[src/rtl/art_pkg.sv]
`default_nettype none

package art_pkg;

  localparam int MAX_ENTRIES_DEF = 16;

  localparam int MODE_W = 3;
  localparam int METH_W = 2;
  localparam int ADDR_W = 48;
  localparam int SIZE_W = 32;
  localparam int DESC_W = 16;
  localparam int KEY_W  = 32;
  localparam int POS_W  = 4;

  typedef enum logic [MODE_W-1:0] {
    MODE_INSERT    = 3'd0,
    MODE_REM_POS   = 3'd1,
    MODE_REM_KEY   = 3'd2,
    MODE_REM_SIZE  = 3'd3,
    MODE_REM_ADDR  = 3'd4,
    MODE_FIND_KEY  = 3'd5,
    MODE_FIND_SIZE = 3'd6,
    MODE_FIND_ADDR = 3'd7
  } mode_t;

  // one stored record, packed as a single memory word
  typedef struct packed {
    logic [METH_W-1:0] method;
    logic [ADDR_W-1:0] address;
    logic [SIZE_W-1:0] size;
    logic [DESC_W-1:0] descriptor;
    logic [KEY_W-1:0]  key;
  } rec_t;

  localparam int REC_W = $bits(rec_t);

  // captured command item
  typedef struct packed {
    mode_t             mode;
    rec_t              rec;
    logic [POS_W-1:0]  pos;
  } op_t;

  typedef enum logic [1:0] {
    ST_IDLE,
    ST_DISPATCH,
    ST_SCAN,
    ST_SHIFT
  } state_t;

endpackage

`default_nettype wire

[src/rtl/allocation_record_table.sv]
// Channel   Handshake                Payload
// command   start, busy (in: busy=0) mode, alloc_method, address, block_size,
//                                    descriptor, search_key, position
// result    done (one-cycle strobe)  ok, found_position, found_address,
//                                    found_size, found_key, found_method,
//                                    found_descriptor, record_count
//
// An item is taken when start is high and busy is low; busy then stays high
// until the done strobe. Insert and the trivial remove cases finish straight
// from dispatch. A search scans from position 0 and stops at the first hit;
// a miss scans every held record. A removal then moves the records above the
// hit one slot down; remove at position p starts its read at p. Search and
// compaction are both set by the single read port of the record memory: one
// stored record per cycle.
// Reset: rst (synchronous) empties the table; record memory is not cleared.
// The result side has no back-pressure: done is never held.
`default_nettype none

module allocation_record_table #(
  parameter int MAX_ENTRIES = art_pkg::MAX_ENTRIES_DEF
) (
  input  wire logic                              clk,
  input  wire logic                              rst,
  // command channel
  input  wire logic                              start,
  output logic                                   busy,
  input  wire logic [art_pkg::MODE_W-1:0]        mode,
  input  wire logic [art_pkg::METH_W-1:0]        alloc_method,
  input  wire logic [art_pkg::ADDR_W-1:0]        address,
  input  wire logic [art_pkg::SIZE_W-1:0]        block_size,
  input  wire logic [art_pkg::DESC_W-1:0]        descriptor,
  input  wire logic signed [art_pkg::KEY_W-1:0]  search_key,
  input  wire logic [art_pkg::POS_W-1:0]         position,
  // result channel
  output logic                                   done,
  output logic                                   ok,
  output logic [art_pkg::POS_W-1:0]              found_position,
  output logic [art_pkg::ADDR_W-1:0]             found_address,
  output logic [art_pkg::SIZE_W-1:0]             found_size,
  output logic signed [art_pkg::KEY_W-1:0]       found_key,
  output logic [art_pkg::METH_W-1:0]             found_method,
  output logic [art_pkg::DESC_W-1:0]             found_descriptor,
  output logic [art_pkg::POS_W-1:0]              record_count
);

  localparam int IW = $clog2(MAX_ENTRIES);

  logic          accept;
  art_pkg::op_t  op;

  logic                      ram_re, ram_we;
  logic [IW-1:0]             ram_raddr, ram_waddr;
  art_pkg::rec_t             ram_wdata;
  logic [art_pkg::REC_W-1:0] ram_rdata_raw;

  logic          res_ok;
  logic [IW-1:0] res_pos, cnt;
  art_pkg::rec_t res_rec;

  // positions are reported in 4 bits whatever the table depth
  logic [IW+3:0] pos_ext, cnt_ext;

  assign accept = start & ~busy;

  // command is held here for the whole operation
  always_ff @(posedge clk) begin
    if (accept) begin
      op.mode           <= art_pkg::mode_t'(mode);
      op.rec.method     <= alloc_method;
      op.rec.address    <= address;
      op.rec.size       <= block_size;
      op.rec.descriptor <= descriptor;
      op.rec.key        <= search_key;
      op.pos            <= position;
    end
  end

  art_ram #(
    .WIDTH (art_pkg::REC_W),
    .DEPTH (MAX_ENTRIES)
  ) u_ram (
    .clk   (clk),
    .we    (ram_we),
    .waddr (ram_waddr),
    .wdata (ram_wdata),
    .re    (ram_re),
    .raddr (ram_raddr),
    .rdata (ram_rdata_raw)
  );

  art_seq #(
    .MAX_ENTRIES (MAX_ENTRIES)
  ) u_seq (
    .clk       (clk),
    .rst       (rst),
    .go        (accept),
    .op        (op),
    .busy      (busy),
    .ram_re    (ram_re),
    .ram_raddr (ram_raddr),
    .ram_rdata (art_pkg::rec_t'(ram_rdata_raw)),
    .ram_we    (ram_we),
    .ram_waddr (ram_waddr),
    .ram_wdata (ram_wdata),
    .res_vld   (done),
    .res_ok    (res_ok),
    .res_pos   (res_pos),
    .res_rec   (res_rec),
    .cnt       (cnt)
  );

  assign pos_ext = {4'b0000, res_pos};
  assign cnt_ext = {4'b0000, cnt};

  assign ok               = res_ok;
  assign found_position   = pos_ext[3:0];
  assign found_address    = res_rec.address;
  assign found_size       = res_rec.size;
  assign found_key        = res_rec.key;
  assign found_method     = res_rec.method;
  assign found_descriptor = res_rec.descriptor;
  // the count register already holds the post-operation value during done
  assign record_count     = cnt_ext[3:0];

endmodule

`default_nettype wire

[src/rtl/art_ram.sv]
`default_nettype none

module art_ram #(
  parameter int WIDTH = 8,
  parameter int DEPTH = 16,
  localparam int AW = $clog2(DEPTH)
) (
  input  wire logic             clk,
  input  wire logic             we,
  input  wire logic [AW-1:0]    waddr,
  input  wire logic [WIDTH-1:0] wdata,
  input  wire logic             re,
  input  wire logic [AW-1:0]    raddr,
  output logic      [WIDTH-1:0] rdata
);

  logic [WIDTH-1:0] mem [DEPTH];

  always_ff @(posedge clk) begin
    if (we) begin
      mem[waddr] <= wdata;
    end
    if (re) begin
      rdata <= mem[raddr];
    end
  end

endmodule

`default_nettype wire

[src/rtl/art_match.sv]
`default_nettype none

module art_match (
  input  wire art_pkg::rec_t rec,
  input  wire art_pkg::op_t  op,
  output logic               hit
);

  // remove-at-position starts reading at the target, so its first word hits
  always_comb begin
    unique case (op.mode)
      art_pkg::MODE_REM_KEY,  art_pkg::MODE_FIND_KEY:  hit = (rec.key == op.rec.key);
      art_pkg::MODE_REM_SIZE, art_pkg::MODE_FIND_SIZE: hit = (rec.size == op.rec.size);
      art_pkg::MODE_REM_ADDR, art_pkg::MODE_FIND_ADDR: hit = (rec.address == op.rec.address);
      art_pkg::MODE_REM_POS:                           hit = 1'b1;
      art_pkg::MODE_INSERT:                            hit = 1'b0;
    endcase
  end

endmodule

`default_nettype wire

[src/rtl/art_seq.sv]
`default_nettype none

module art_seq #(
  parameter int MAX_ENTRIES = art_pkg::MAX_ENTRIES_DEF,
  localparam int IW = $clog2(MAX_ENTRIES)
) (
  input  wire logic          clk,
  input  wire logic          rst,
  input  wire logic          go,
  input  wire art_pkg::op_t  op,
  output logic               busy,
  output logic               ram_re,
  output logic [IW-1:0]      ram_raddr,
  input  wire art_pkg::rec_t ram_rdata,
  output logic               ram_we,
  output logic [IW-1:0]      ram_waddr,
  output art_pkg::rec_t      ram_wdata,
  output logic               res_vld,
  output logic               res_ok,
  output logic [IW-1:0]      res_pos,
  output art_pkg::rec_t      res_rec,
  output logic [IW-1:0]      cnt
);

  localparam int PW   = IW + 1;
  localparam int CMPW = IW + 4;

  art_pkg::state_t state, state_next;

  logic [PW-1:0] rd_ptr;
  logic          fl_vld;
  logic [IW-1:0] fl_idx;

  logic hit, hit_now, more, full, is_find, pos_lt, pos_eq;

  art_match u_match (
    .rec (ram_rdata),
    .op  (op),
    .hit (hit)
  );

  assign hit_now = fl_vld & hit;
  assign more    = (rd_ptr < PW'(cnt));
  assign full    = (cnt == IW'(MAX_ENTRIES - 1));
  assign pos_lt  = (CMPW'(op.pos) < CMPW'(cnt));
  assign pos_eq  = (CMPW'(op.pos) == CMPW'(cnt));
  assign is_find = (op.mode == art_pkg::MODE_FIND_KEY) ||
                   (op.mode == art_pkg::MODE_FIND_SIZE) ||
                   (op.mode == art_pkg::MODE_FIND_ADDR);

  // next state
  always_comb begin
    state_next = state;
    unique case (state)
      art_pkg::ST_IDLE: begin
        if (go) state_next = art_pkg::ST_DISPATCH;
      end
      art_pkg::ST_DISPATCH: begin
        if (op.mode == art_pkg::MODE_INSERT) begin
          state_next = art_pkg::ST_IDLE;
        end else if (op.mode == art_pkg::MODE_REM_POS) begin
          state_next = pos_lt ? art_pkg::ST_SCAN : art_pkg::ST_IDLE;
        end else begin
          state_next = art_pkg::ST_SCAN;
        end
      end
      art_pkg::ST_SCAN: begin
        if (hit_now) begin
          state_next = is_find ? art_pkg::ST_IDLE : art_pkg::ST_SHIFT;
        end else if (!more) begin
          state_next = art_pkg::ST_IDLE;
        end
      end
      art_pkg::ST_SHIFT: begin
        if (!more) state_next = art_pkg::ST_IDLE;
      end
    endcase
  end

  // memory controls
  always_comb begin
    ram_re    = 1'b0;
    ram_raddr = rd_ptr[IW-1:0];
    ram_we    = 1'b0;
    ram_waddr = cnt;
    ram_wdata = ram_rdata;
    unique case (state)
      art_pkg::ST_DISPATCH: begin
        if (op.mode == art_pkg::MODE_INSERT && !full) begin
          ram_we    = 1'b1;
          ram_wdata = op.rec;
        end
      end
      art_pkg::ST_SCAN: begin
        ram_re = more;
      end
      art_pkg::ST_SHIFT: begin
        // read j+1 while writing the word read last cycle one slot down
        ram_re    = more;
        ram_we    = fl_vld;
        ram_waddr = fl_idx - IW'(1);
      end
      art_pkg::ST_IDLE: begin
      end
    endcase
  end

  assign busy = (state != art_pkg::ST_IDLE);

  always_ff @(posedge clk) begin
    if (rst) begin
      state   <= art_pkg::ST_IDLE;
      cnt     <= '0;
      fl_vld  <= 1'b0;
      res_vld <= 1'b0;
      rd_ptr  <= '0;
    end else begin
      state   <= state_next;
      res_vld <= 1'b0;
      fl_vld  <= ram_re;
      fl_idx  <= rd_ptr[IW-1:0];
      if (ram_re) rd_ptr <= rd_ptr + PW'(1);

      unique case (state)
        art_pkg::ST_DISPATCH: begin
          if (op.mode == art_pkg::MODE_INSERT) begin
            res_vld <= 1'b1;
            res_ok  <= !full;
            res_pos <= full ? '0 : cnt;
            res_rec <= '0;
            if (!full) cnt <= cnt + IW'(1);
          end else if (op.mode == art_pkg::MODE_REM_POS) begin
            rd_ptr <= PW'(op.pos);
            if (!pos_lt) begin
              res_vld <= 1'b1;
              res_ok  <= pos_eq;
              res_pos <= pos_eq ? cnt : '0;
              res_rec <= '0;
            end
          end else begin
            rd_ptr <= '0;
          end
        end
        art_pkg::ST_SCAN: begin
          if (hit_now) begin
            res_ok  <= 1'b1;
            res_pos <= fl_idx;
            res_rec <= ram_rdata;
            fl_vld  <= 1'b0;
            if (is_find) begin
              res_vld <= 1'b1;
            end else begin
              rd_ptr <= PW'(fl_idx) + PW'(1);
            end
          end else if (!more) begin
            res_vld <= 1'b1;
            res_ok  <= 1'b0;
            res_pos <= '0;
            res_rec <= '0;
          end
        end
        art_pkg::ST_SHIFT: begin
          if (!more) begin
            res_vld <= 1'b1;
            cnt     <= cnt - IW'(1);
          end
        end
        art_pkg::ST_IDLE: begin
        end
      endcase
    end
  end

`ifndef NO_ASSERTIONS
  a_no_rw_same_entry: assert property (@(posedge clk) disable iff (rst)
    ram_re && ram_we |-> ram_raddr != ram_waddr)
    else $error("read and write to the same entry in one cycle");

  a_go_when_idle: assert property (@(posedge clk) disable iff (rst)
    go |-> state == art_pkg::ST_IDLE)
    else $error("command taken while busy");

  a_result_ends_work: assert property (@(posedge clk) disable iff (rst)
    res_vld |-> state == art_pkg::ST_IDLE)
    else $error("result strobe while still working");

  a_cnt_moves_with_result: assert property (@(posedge clk) disable iff (rst)
    cnt != $past(cnt) |-> res_vld)
    else $error("record count changed without a result");

  a_shift_below_cnt: assert property (@(posedge clk) disable iff (rst)
    state == art_pkg::ST_SHIFT && ram_we |-> ram_waddr < cnt)
    else $error("compaction write beyond held records");
`endif

endmodule

`default_nettype wire
[config.mk]
export PLATFORM = sky130hd
export DESIGN_NAME = allocation_record_table
export DESIGN_NICKNAME = d
export VERILOG_FILES = /design/src/rtl/art_pkg.sv /design/src/rtl/allocation_record_table.sv /design/src/rtl/art_ram.sv /design/src/rtl/art_match.sv /design/src/rtl/art_seq.sv
export SDC_FILE = /design/constraint.sdc
export NUM_CORES = 2
export LEC_CHECK = 0
export ABC_AREA = 1
export BUFFER_PORTS_ARGS = -buffer_cell sky130_fd_sc_hd__buf_2
export CORE_MARGIN = 2
export CORE_UTILIZATION = 55
export CTS_BUF_LIST = sky130_fd_sc_hd__clkbuf_4 sky130_fd_sc_hd__clkbuf_8
export CTS_CLUSTER_SIZE = 14
export DETAILED_ROUTE_END_ITERATION = 12
export GPL_ROUTABILITY_DRIVEN = 0
export PLACE_DENSITY = 0.8
export SLEW_MARGIN = 20
export SYNTH_ARGS = -nofsm -noshare
export SYNTH_HDL_FRONTEND = slang
export SYNTH_SLANG_ARGS = --single-unit
export TNS_END_PERCENT = 100
[constraint.sdc]
create_clock -name clk -period 13.58 [get_ports clk]
set_input_delay 2.716 -clock clk [delete_from_list [all_inputs] [get_ports clk]]
set_output_delay 2.716 -clock clk [all_outputs]
set_load 0.02 [all_outputs]
==> metrics.md <==
| Metric | Value |
|---|---|
| CP Launch Type | `flip-flop` |
| Total stage count of the critical path | `11` |
| Post-CTS Setup Bufs | `0` |
| Worst slew pin tran | `1180 ps` |
| Hold depth | `2` |
| Max Cap Violations | `0` |
| Grt total ovfl | `0` |
| Period minus WS final | `5280 ps` |
| CTS tree | `built` |
| DRT met1 WL | `88900 um` |
| Post-synth ARST share | `0` |
| Port bufs | `280` |
| Starting Density | `0.554` |
| Worst Path Arrival | `5940 ps` |
| Fin cells | `10000` |
| Worst Setup End Kind | `flip-flop` |
| Synthesis-stage register bit count | `2499` |
| Number of H-tree levels | `5` |
| Post-placement cell count | `9333` |
| Final ANT Viol Nets | `0` |
| Share of cells above drive strength 1 | `0.149` |
| Post-DP HPWL | `125000 um` |
| Status | `completed` |
| First-pass GRT wire length | `364000 um` |
| Synth warnings | `0` |
| Clock latency on the worst-skew pair | `1090 ps` |
| DR vias | `61600` |
| Setup Skew | `83.7 ps` |
| Top delay family on crit path | `simple AND/OR/NAND/NOR gates` |
| Setup TNS | `0 ps` |
| Post-synthesis sequential area ratio | `0.765` |
| Die area | `181000 um2` |
| Min-Delay Path Class | `flip-flop to flip-flop` |
| Final hold slack | `558 ps` |
| Fin crit share | `0.389` |
| Core ar. | `176000 um2` |
| Syn avg cell area | `14.0 um2` |
| PD cells | `148 nW/um2` |
| Largest net degree at the start of global routing | `278` |
| R2R depth | `11` |
| Die width | `426 um` |
| Cts repair resizes | `0` |
| Relative slew slack | `0.210` |
| Initial detailed-routing violation count | `8439` |
| Leakage | `36.6 nW` |
| Final hold vios | `0` |
| Die height | `426 um` |
| Cell taking the most area after synthesis | `edfxtp_1` |
| DR vias/cell | `6.14` |
| Initial antenna violation count | `5` |
| Crit path max fanout | `54` |
| Clock Sink Count | `2499` |
| Hold buffer count at CTS | `0` |
| Top Layer Used | `met4` |
| Crit path cell chain | `nor2_1 > inv_1 > nor2_2 > inv_1 > nor2_1 > nand2_4 > o21ai_0 > nand3_1 > nor2_4 > buf_4 > buf_4` |
| Top_reg_cell synth | `edfxtp_1` |
| Synth Cell Area | `97900 um2` |
| CP Class | `flip-flop to flip-flop` |
| FMAX | `0.189 GHz` |
| Total GRT Usage | `0.267` |
| Slowest stage delay, CP | `790 ps` |
| Ports | `281` |
| Number of enable flip-flop cells after synthesis | `2486` |
| Drt total wl | `247000 um` |
| VDD IR max | `94.7 uV` |
| Site row count | `154` |
| # DRC | `0` |
| CTS buffer count | `395` |
| Met3 wire length | `23800 um` |
| Final net count | `7551` |
| Syn nets | `7130` |
| Clock tree buffer depth | `4` |
| Clock root buffer | `clkbuf_8` |
| Worst-path clk slew | `70 ps` |
| Most used standard cell by instance count after synthesis | `edfxtp_1` |
| DRT Pass-1 Iters | `8` |
| Max-slew violation count | `0` |
| Wire per inst | `24.6 um` |
| Worst path slowest cell | `nor2_4` |
| Final setup fails | `0` |
| Area grow syn2layout | `11.9%` |
| Worst path bufs/invs | `4` |
| Top post-synthesis cells by area | `edfxtp_1, nor2_1, o21ai_0` |
| Vias in the first global route | `61200` |
| Metal2 WL | `121000 um` |
| Area share of the largest cell type after synthesis | `0.763` |
| Synthesized instance count | `6972` |
| RSZ-0062 raised after global routing | `no` |
| Top cells by instance count after synthesis | `edfxtp_1, nor2_1, o21ai_0, nand2_1, o32ai_1` |
| Required @ worst endpoint | `14250 ps` |
| Count of cell types in the netlist | `39` |
final cells by class:
class	instances	area, um2
multi-input combinational	3809	20400
fill	12300	67000
antenna	2	5.00
tap	2340	2930
timing repair buffer	465	2960
inverter	223	873
clock inverter	157	875
sequential	2499	74900
clock buffer	534	6540
power breakdown:
part           leakage, nW  switching, mW  internal [mW]  total [mW]
Clock                 3.94           2.84           3.24        6.08
Combinational         9.93           1.02          0.454        1.47
Sequential            22.7         0.0623           8.57        8.64
through the flow:
step	setup slack, ps	total power [mW]	utilization	instance area (um2)
6_report	8300	16.2	0.621	110000
5_1_grt	8150	16.7	0.621	110000
4_1_cts	8360	16.2	0.620	109000
3_5_place_dp	8410	10.2	0.578	102000
3_3_place_gp	8490	10.2	0.578	102000
2_1_floorplan	802	9.80	-	97900
cells by family after synthesis:
family	after synthesis	synth area share
flops	2499	0.765
simple gates	2232	0.0901
compound gates	1285	0.0874
buf+inv	664	0.0276
mux	202	0.0207
xor+xnor	72	0.00644
fa+ha+maj	18	0.00238
cell usage in the layout, fill, tap and decap left out, types with 3 or more instances in the layout:
master	netlist	routed
nor2_1	1328	1311
edfxtp_1	2486	2486
o21ai_0	673	641
nor2_2	42	42
o21ai_2	0	6
o22ai_1	4	4
nand3_1	224	224
clkinv_1	0	101
buf_12	0	10
o32ai_1	318	318
a21oi_1	16	16
inv_1	216	211
buf_4	12	172
dfxtp_4	0	3
clkbuf_8	0	404
nand4_1	8	8
clkinv_4	0	3
nor2_4	0	17
dfxtp_1	13	10
bufinv_16	0	7
a31oi_1	4	4
mux2i_1	202	202
o211ai_1	58	58
clkbuf_4	0	130
or2_2	3	3
xnor2_1	63	63
buf_2	94	280
inv_6	0	9
clkinv_2	0	38
clkinvlp_4	0	4
ha_1	17	17
o221ai_1	202	202
nand2_1	620	619
inv_2	7	5
xor2_1	9	9
o21ai_1	5	31
routing by layer:
layer | global-route usage | vias to the layer above
li1 | - | 26800
met1 | 0.339 | 30300
met2 | 0.439 | 3825
met3 | 0.0458 | 693
met4 | 0.144 | 0
met5 | 0 | -
worst paths after layout:
path | start | end | slack [ps]
worst max-delay path | op[136] | u_ram.mem[15][98] | 8300
worst min-delay path | u_seq.state[1] | u_seq.state[1] | 560
worst max register to register | op[136] | u_ram.mem[15][98] | 8300
worst min register to register | u_seq.state[1] | u_seq.state[1] | 560
state kept, by name (all words and copies together), names as in the netlist:
register / cells
u_seq.res_vld: 1
op: 137
u_seq.res_pos: 4
u_seq.fl_vld: 1
u_seq.res_rec: 130
u_ram.rdata: 130
u_ram.mem: 2080
u_seq.fl_idx: 4
u_seq.res_ok: 1
u_seq.cnt: 4
u_seq.rd_ptr: 5
u_seq.state: 2
tightest hold or removal path, cell delays in order, from the launching register on:
cell and delay (ps):
dfxtp_1 370, nand2_1 90, a21oi_1 60
Power figures use the tool's default switching activity.
